<file path="src/rtl/aetdc_pkg.sv">
// Package: character codes, result kinds and the VGA palette for the escape parser.
`default_nettype none

package aetdc_pkg;

	localparam logic [7:0] CH_ESC  = 8'h1B;
	localparam logic [7:0] CH_LBR  = 8'h5B;
	localparam logic [7:0] CH_SEMI = 8'h3B;
	localparam logic [7:0] CH_ZERO = 8'h30;
	localparam logic [7:0] CH_NINE = 8'h39;
	localparam logic [7:0] CH_M    = 8'h6D;
	localparam logic [7:0] CH_J    = 8'h4A;
	localparam logic [7:0] CH_H    = 8'h48;

	localparam logic [2:0] KIND_TEXT     = 3'd0;
	localparam logic [2:0] KIND_SETCOL   = 3'd1;
	localparam logic [2:0] KIND_RESETCOL = 3'd2;
	localparam logic [2:0] KIND_CLEAR    = 3'd3;
	localparam logic [2:0] KIND_HOME     = 3'd4;

	localparam int unsigned NUM_W = 10;
	localparam logic [NUM_W-1:0] NUM_MAX = 10'd1023;

	typedef enum logic [2:0] {
		PH_NORMAL = 3'b001,
		PH_ESC    = 3'b010,
		PH_CSI    = 3'b100
	} phase_t;

	function automatic logic [3:0] vga_color(input logic [2:0] idx, input logic bright);
		logic [2:0] base;
		begin
			unique case (idx)
				3'd0: base = 3'h0;
				3'd1: base = 3'h4;
				3'd2: base = 3'h2;
				3'd3: base = 3'h6;
				3'd4: base = 3'h1;
				3'd5: base = 3'h5;
				3'd6: base = 3'h3;
				3'd7: base = 3'h7;
				default: base = 3'h0;
			endcase
			vga_color = {bright, base};
		end
	endfunction

endpackage

`default_nettype wire

</file>
<file path="src/rtl/ansi_escape_to_display_cmd_core.sv">
// Top level: ANSI CSI escape parser turning a byte stream into text-mode display commands.
//
//   channel | direction | handshake            | payload
//   --------+-----------+----------------------+-------------------------------------
//   in      | sink      | in_valid / in_stall  | byte_in
//   out     | source    | out_valid / out_stall| kind, text_byte, fg_color, last
//   cfg     | sink      | cfg_valid / cfg_ready| escape_parsing_enable
//
// One byte per cycle unless stalled by the output or a pending home: a byte is registered
// in the input register, then its result moves to the output register. Clear screen yields
// two results and holds the input register while the cursor home request is pending.
// arst_n clears the parser to the text phase and sets parsing on.
// Output stall backs up into in_stall within the same cycle; no request is dropped.
`default_nettype none

module ansi_escape_to_display_cmd_core
	import aetdc_pkg::*;
#(
	parameter int unsigned MAX_PARAM_CHARS = 15
) (
	input  wire logic       clk,
	input  wire logic       arst_n,
	input  wire logic       in_valid,
	output      logic       in_stall,
	input  wire logic [7:0] byte_in,
	output      logic       out_valid,
	input  wire logic       out_stall,
	output      logic [2:0] kind,
	output      logic [7:0] text_byte,
	output      logic [3:0] fg_color,
	output      logic       last,
	input  wire logic       cfg_valid,
	output      logic       cfg_ready,
	input  wire logic       escape_parsing_enable
);

	localparam int unsigned CNT_W = $clog2(MAX_PARAM_CHARS + 1);

	logic             en_q;
	logic             valid_s1;
	logic [7:0]       byte_s1;
	phase_t           phase_q, phase_d;
	logic [CNT_W-1:0] cnt_q, cnt_d;
	logic [NUM_W-1:0] num_q, num_d;
	logic             sep_q, sep_d;

	logic             out_valid_q;
	logic             pend_q;
	logic [2:0]       kind_q;
	logic [7:0]       text_q;
	logic [3:0]       fg_q;
	logic             last_q;

	logic             res_valid, res_two;
	logic [2:0]       res_kind;
	logic [7:0]       res_text;
	logic [3:0]       res_fg;
	logic             is_digit, out_free, adv_s1, in_acc, out_take;
	logic [13:0]      acc;

	assign cfg_ready = 1'b1;

	assign is_digit = (byte_s1 >= CH_ZERO) && (byte_s1 <= CH_NINE);
	assign acc = ({4'b0, num_q} << 3) + ({4'b0, num_q} << 1) + {6'b0, byte_s1 - CH_ZERO};

	always_comb begin
		res_valid = 1'b0;
		res_two   = 1'b0;
		res_kind  = KIND_TEXT;
		res_text  = 8'h00;
		res_fg    = 4'h0;
		phase_d   = phase_q;
		cnt_d     = cnt_q;
		num_d     = num_q;
		sep_d     = sep_q;
		if (!en_q) begin
			res_valid = 1'b1;
			res_text  = byte_s1;
		end else begin
			unique case (phase_q)
				PH_ESC: begin
					if (byte_s1 == CH_LBR) begin
						phase_d = PH_CSI;
						cnt_d   = '0;
						num_d   = '0;
						sep_d   = 1'b0;
					end else begin
						phase_d = PH_NORMAL;
					end
				end
				PH_CSI: begin
					if (is_digit || byte_s1 == CH_SEMI) begin
						if (cnt_q < CNT_W'(MAX_PARAM_CHARS)) begin
							cnt_d = cnt_q + 1'b1;
							if (byte_s1 == CH_SEMI) begin
								sep_d = 1'b1;
							end else if (!sep_q) begin
								num_d = (acc > {4'b0, NUM_MAX}) ? NUM_MAX : acc[NUM_W-1:0];
							end
						end
					end else begin
						phase_d = PH_NORMAL;
						priority if (byte_s1 == CH_M) begin
							if (num_q == 10'd0) begin
								res_valid = 1'b1;
								res_kind  = KIND_RESETCOL;
							end else if (num_q >= 10'd30 && num_q <= 10'd37) begin
								res_valid = 1'b1;
								res_kind  = KIND_SETCOL;
								res_fg    = vga_color(num_q[2:0] - 3'd6, 1'b0);
							end else if (num_q >= 10'd90 && num_q <= 10'd97) begin
								res_valid = 1'b1;
								res_kind  = KIND_SETCOL;
								res_fg    = vga_color(num_q[2:0] - 3'd2, 1'b1);
							end
						end else if (byte_s1 == CH_J) begin
							if (num_q == 10'd2) begin
								res_valid = 1'b1;
								res_two   = 1'b1;
								res_kind  = KIND_CLEAR;
							end
						end else if (byte_s1 == CH_H) begin
							res_valid = 1'b1;
							res_kind  = KIND_HOME;
						end else begin
							res_valid = 1'b0;
						end
					end
				end
				default: begin
					if (byte_s1 == CH_ESC) begin
						phase_d = PH_ESC;
					end else begin
						phase_d   = PH_NORMAL;
						res_valid = 1'b1;
						res_text  = byte_s1;
					end
				end
			endcase
		end
	end

	assign out_free = !out_valid_q || !out_stall;
	assign out_take = out_valid_q && !out_stall;
	assign adv_s1   = valid_s1 && out_free && !pend_q;
	assign in_stall = valid_s1 && !adv_s1;
	assign in_acc   = in_valid && !in_stall;

	always_ff @(posedge clk or negedge arst_n) begin
		if (!arst_n) begin
			en_q        <= 1'b1;
			valid_s1    <= 1'b0;
			phase_q     <= PH_NORMAL;
			cnt_q       <= '0;
			num_q       <= '0;
			sep_q       <= 1'b0;
			out_valid_q <= 1'b0;
			pend_q      <= 1'b0;
		end else begin
			if (cfg_valid && cfg_ready) begin
				en_q <= escape_parsing_enable;
			end
			if (in_acc) begin
				valid_s1 <= 1'b1;
			end else if (adv_s1) begin
				valid_s1 <= 1'b0;
			end
			if (adv_s1) begin
				phase_q <= phase_d;
				cnt_q   <= cnt_d;
				num_q   <= num_d;
				sep_q   <= sep_d;
			end
			if (pend_q && out_take) begin
				pend_q <= 1'b0;
			end else if (adv_s1 && res_valid) begin
				out_valid_q <= 1'b1;
				pend_q      <= res_two;
			end else if (out_take) begin
				out_valid_q <= 1'b0;
			end
		end
	end

	always_ff @(posedge clk) begin
		if (in_acc) begin
			byte_s1 <= byte_in;
		end
		if (pend_q && out_take) begin
			kind_q <= KIND_HOME;
			text_q <= 8'h00;
			fg_q   <= 4'h0;
			last_q <= 1'b1;
		end else if (adv_s1 && res_valid) begin
			kind_q <= res_kind;
			text_q <= res_text;
			fg_q   <= res_fg;
			last_q <= !res_two;
		end
	end

	assign out_valid = out_valid_q;
	assign kind      = kind_q;
	assign text_byte = text_q;
	assign fg_color  = fg_q;
	assign last      = last_q;

	a_pend_clear: assert property (@(posedge clk) disable iff (!arst_n)
		pend_q |-> (out_valid_q && kind_q == KIND_CLEAR && !last_q))
		else $error("home request pending without clear on output");

	a_pend_home: assert property (@(posedge clk) disable iff (!arst_n)
		(pend_q && !out_stall) |=> (out_valid_q && kind_q == KIND_HOME && last_q))
		else $error("cursor home did not follow clear screen");

	a_text_zero: assert property (@(posedge clk) disable iff (!arst_n)
		(out_valid_q && kind_q != KIND_TEXT) |-> (text_q == 8'h00))
		else $error("text byte set on a command result");

	a_fg_zero: assert property (@(posedge clk) disable iff (!arst_n)
		(out_valid_q && kind_q != KIND_SETCOL) |-> (fg_q == 4'h0))
		else $error("foreground set on a non-colour result");

endmodule

`default_nettype wire

</file>
<file path="config.mk">
export PLATFORM = sky130hd
export DESIGN_NAME = ansi_escape_to_display_cmd_core
export DESIGN_NICKNAME = d
export VERILOG_FILES = /design/src/rtl/aetdc_pkg.sv /design/src/rtl/ansi_escape_to_display_cmd_core.sv
export SDC_FILE = /design/constraint.sdc
export NUM_CORES = 1
export LEC_CHECK = 0
export ABC_AREA = 0
export BUFFER_PORTS_ARGS = -buffer_cell sky130_fd_sc_hd__buf_2
export CAP_MARGIN = 20
export CELL_PAD_IN_SITES_DETAIL_PLACEMENT = 1
export CELL_PAD_IN_SITES_GLOBAL_PLACEMENT = 2
export CORE_AREA = 3 3 100 102
export DETAILED_ROUTE_END_ITERATION = 7
export DIE_AREA = 0 0 103 105
export GPL_ROUTABILITY_DRIVEN = 0
export PLACE_DENSITY_LB_ADDON = 0.1
export REMOVE_ABC_BUFFERS = 1
export SLEW_MARGIN = 5
export SYNTH_ARGS = -nofsm -noshare
export SYNTH_HDL_FRONTEND = slang
export SYNTH_SLANG_ARGS = --single-unit
</file>
<file path="constraint.sdc">
create_clock -name clk -period 3.4 [get_ports clk]
set_input_delay 0.68 -clock clk [delete_from_list [all_inputs] [get_ports clk]]
set_output_delay 0.68 -clock clk [all_outputs]
set_load 0.05 [all_outputs]
</file>
==> run_results.csv <==
group,metric,value,unit
placement,dp.final_hpwl,6559,um
routing,drt_iter0_markers,72,
clocking,tritoncts_clock_tree,"yes",
power,netSwitchingPower,0.0002281,W
routing,wl_per_cell,17.48,um
routing,routed-via-count,2645,
grt,via_count_of_the_first_global_routing_pass,2693,
routing,ant_nets,0,
synthesis,synth_cell_type_count,68,
grt,grt_overflow,0,
power,power_frac_seq,59.8,%
timing,grt_setup_unrepaired,"yes",
placement,numPlacedInstances,479,
critical_path,crit_path_max_incr_delay,580,ps
synthesis,ys_async_sr_fraction,47.83,%
timing,clock-skew-final,12.76,ps
power,max-vdd-ir-drop,0.0001241,V
synthesis,post_synth_inst_count,324,
clocking,clock_insertion_delay_worst_skew,310,ps
critical_path,cp_cell_sequence,"buf_6, inv_4, ha_4, fa_2, ha_4, o21a_1, o31a_1, o31ai_2, or4b_4, a2111oi_4, buf_4, a21oi_1",
min_path,worst_hold_path_type,"in2async",
power,cellPowerDensity,251.7,nW/um^2
timing,final.setup.worst_slack,-18.80,ps
clocking,cts_sinks,46,
synthesis,yosys_register_bits,46,
critical_path,critical_path_data_required_time,3590,ps
timing,finalHoldViolCount,0,
run,cap_violations,0,
floorplan,fp-row-count,35,
clocking,root_buffer,"sky130_fd_sc_hd__clkbuf_8",
finish,post_layout_nonfiller_instances,490,
power,p_clk_share,38.3,%
floorplan,design.die.area,10820,um^2
timing,report.final.slew_viol_count,0,
synthesis,synth_enable_flop_cells,8,
finish,layout-area-overhead-vs-synth,20.81,%
routing,detail_route.first_pass.iterations,4,
finish,antennaDiodeCount,0,
timing,relSlewSlack,51.76,%
grt,grt_first_pass_wirelength,13940,um
power,power.switching_fraction,24.23,%
timing,period_utilization,100.6,%
placement,preCtsSetupSlack,-127.4,ps
placement,placed_cell_area,3491,um^2
clocking,cts-hold-fix-buffers,0,
critical_path,worst-path-max-fanout,5,
floorplan,floorplan.initialDensity,33.67,%
floorplan,die_height,105,um
power,p_leak,1.702,nW
critical_path,timing.critical_path.to_type,"flop",
critical_path,crit_path_start_kind,"flop",
synthesis,yosys_warnings,0,
synthesis,synth_area_per_cell,9.558,um^2
finish,nNetsFinal,419,
critical_path,timing.critical_path.max_delay_family,"adder cells",
clocking,tritoncts.num_buffers,5,
routing,wirelength,8566,um
clocking,clock_tree_buffer_depth,2,
grt,grt_antenna_before_repair,0,
finish,stdcell_area,3741,um^2
timing,post-route-min-period,3419,ps
placement,place.port_buffers,31,
finish,final_layout_size_suffix_gt1_share,26.91,%
floorplan,horizontal_extent_of_the_die,103,um
critical_path,crit_path_top_delay_cell,"sky130_fd_sc_hd__fa_2",
finish,fin_util,40.68,%
floorplan,number_of_ports_placed_on_the_die_boundary,33,
floorplan,core_footprint,9196,um^2
run_status,failing_checks,"setup timing",
clocking,cts.htree.levels,2,
critical_path,critical_path.most_common_cell,"sky130_fd_sc_hd__ha_4",
routing,drc,0,
synthesis,postSynth.topFlopCell,"sky130_fd_sc_hd__dfrtp_1",
critical_path,critPathBufInv,3,
critical_path,worst-endpoint-arrival,3610,ps
clocking,clkSlewWorstSetupHoldPaths,100,ps
power,p_comb_share,1.9,%
run_status,status,"finished, violations left",
critical_path,path_class,"reg2reg",
grt,maximum_number_of_pins_on_one_net_before_global_route_repair,23,
routing,drt-vias-per-instance,5.398,
synthesis,synth.yosys.seq_area_share,35.96,%
power,p_int,0.0007135,W
timing,worst-slew-pin-transition,721.6,ps
grt,gr-usage-all-layers,16.19,%
timing,fin_hold_ws,368.1,ps
timing,max_freq,292.5,MHz
synthesis,post_synth_instance_area,3097,um^2
timing,finalSetupViolCount,5,
## repair_timing
action | 4_1_cts | 5_1_grt
pin swaps | 8 | 2
endpoints found under the setup margin | 10 | 10
setup buffers | 0 | 2
gates cloned | 1 | 0
resized for setup | 13 | 16
## cells by family (layout without fill, tap and decap cells)
kind of cell | after synthesis | count (layout) | synth area share, %
AOI/OAI and AO/OA | 87 | 87 | 19.31
xor gates and xnor gates | 8 | 8 | 2.262
adders and majority gates | 27 | 27 | 12.36
buffers and inverters | 29 | 84 | 4.404
DFF | 46 | 46 | 35.96
muxes | 12 | 12 | 4.040
other | 1 | 1 | 0.1211
and+or+nand+nor | 114 | 114 | 21.54
## registers in the layout, summed over array words and instances (netlist names)
name / count
byte_s1: 8
phase_q: 3
num_q: 10
en_q: 1
out_valid: 1
fg_color: 4
valid_s1: 1
cnt_q: 4
pend_q: 1
last: 1
text_byte: 8
sep_q: 1
kind: 3
## cell usage in the layout, fill, tap and decap left out, drive strengths merged, types with 8 or more instances in the layout
| cell | n |
|---|---|
| buf | 55 |
| ha | 21 |
| nand2 | 29 |
| nor2 | 17 |
| o21ai | 11 |
| dfxtp | 16 |
| a21oi | 35 |
| dfrtp | 20 |
| edfxtp | 8 |
| inv | 22 |
| nand3 | 9 |
| mux2i | 8 |
## stage by stage
step | TNS, ps | total power (W)
after CTS | 0 | 0.0009567
after detailed placement | -1135 | 0.0005930
after global routing | -955.7 | 0.0009801
after floorplan | 0 | 0.0005770
after global placement | -153.2 | 0.0005924
final | -79.00 | 0.0009416
## path summary, 6_finish.rpt
| kind | endpoint | slack, ps | start | cells past startpoint |
|---|---|---|---|---|
| setup / recovery | num_q[2] | -20 | byte_s1[4] | 12 |
| hold / removal | cnt_q[3] | 370 | arst_n | 1 |
| setup reg to reg | num_q[2] | -20 | byte_s1[4] | 12 |
| hold reg to reg | kind[0] | 450 | kind[0] | 2 |
| max in group asynchronous | num_q[2] | 2640 | arst_n | 1 |
| min in group clk | kind[0] | 450 | kind[0] | 2 |
## power groups by stage
stage / registers, W / logic [W] / clock network, W
floorplan: 0.000573 / 0.00000439 / 0
global placement: 0.000574 / 0.0000183 / 0
detailed placement: 0.000574 / 0.0000188 / 0
CTS: 0.000562 / 0.0000189 / 0.000375
global route: 0.000563 / 0.0000206 / 0.000397
finish: 0.000563 / 0.0000180 / 0.000361
## layout make-up
cell class | instances | area, um^2
Inverter | 21 | 83.83
Clock inverter | 3 | 23.77
Multi-Input combinational cell | 249 | 1962
Fill cell | 1085 | 5455
Clock buffer | 5 | 68.82
Sequential cell | 46 | 1114
Timing Repair Buffer | 55 | 350.3
Tap cell | 111 | 138.9
## routing by layer
metal	vias up	global-route usage, %	routed length, um
li1	1299	-	-
met1	1313	23.86	4384
met2	25	24.70	3928
met3	8	2.737	175
met4	0	3.423	76
met5	-	0	0
## Yosys cell counts, types with 4 or more instances
master	n	area share, %
sky130_fd_sc_hd__fa_1	6	3.9
sky130_fd_sc_hd__edfxtp_1	8	7.8
sky130_fd_sc_hd__dfxtp_1	16	10
sky130_fd_sc_hd__a21oi_1	33	5.3
sky130_fd_sc_hd__inv_1	21	2.5
sky130_fd_sc_hd__xnor2_1	4	1.1
sky130_fd_sc_hd__nand2_1	29	3.5
sky130_fd_sc_hd__nand3_1	9	1.5
sky130_fd_sc_hd__dfrtp_1	20	16
sky130_fd_sc_hd__o21ai_0	6	0.97
sky130_fd_sc_hd__nand2b_1	6	1.2
sky130_fd_sc_hd__a22oi_1	4	0.97
sky130_fd_sc_hd__mux2_2	4	1.5
sky130_fd_sc_hd__o211ai_1	4	0.97
sky130_fd_sc_hd__nor2b_1	5	1.0
sky130_fd_sc_hd__a21o_1	4	0.97
sky130_fd_sc_hd__ha_1	21	8.5
sky130_fd_sc_hd__nor3_1	7	1.1
sky130_fd_sc_hd__a32o_1	5	1.6
sky130_fd_sc_hd__o21ai_1	5	0.81
sky130_fd_sc_hd__nand4_1	4	0.81
sky130_fd_sc_hd__and4_1	4	1.1
sky130_fd_sc_hd__a211oi_1	4	0.97
sky130_fd_sc_hd__xor2_1	4	1.1
sky130_fd_sc_hd__nor2_1	17	2.1
sky130_fd_sc_hd__mux2i_1	8	2.6
sky130_fd_sc_hd__and3_1	6	1.2
(Power assumes the default switching activity.)
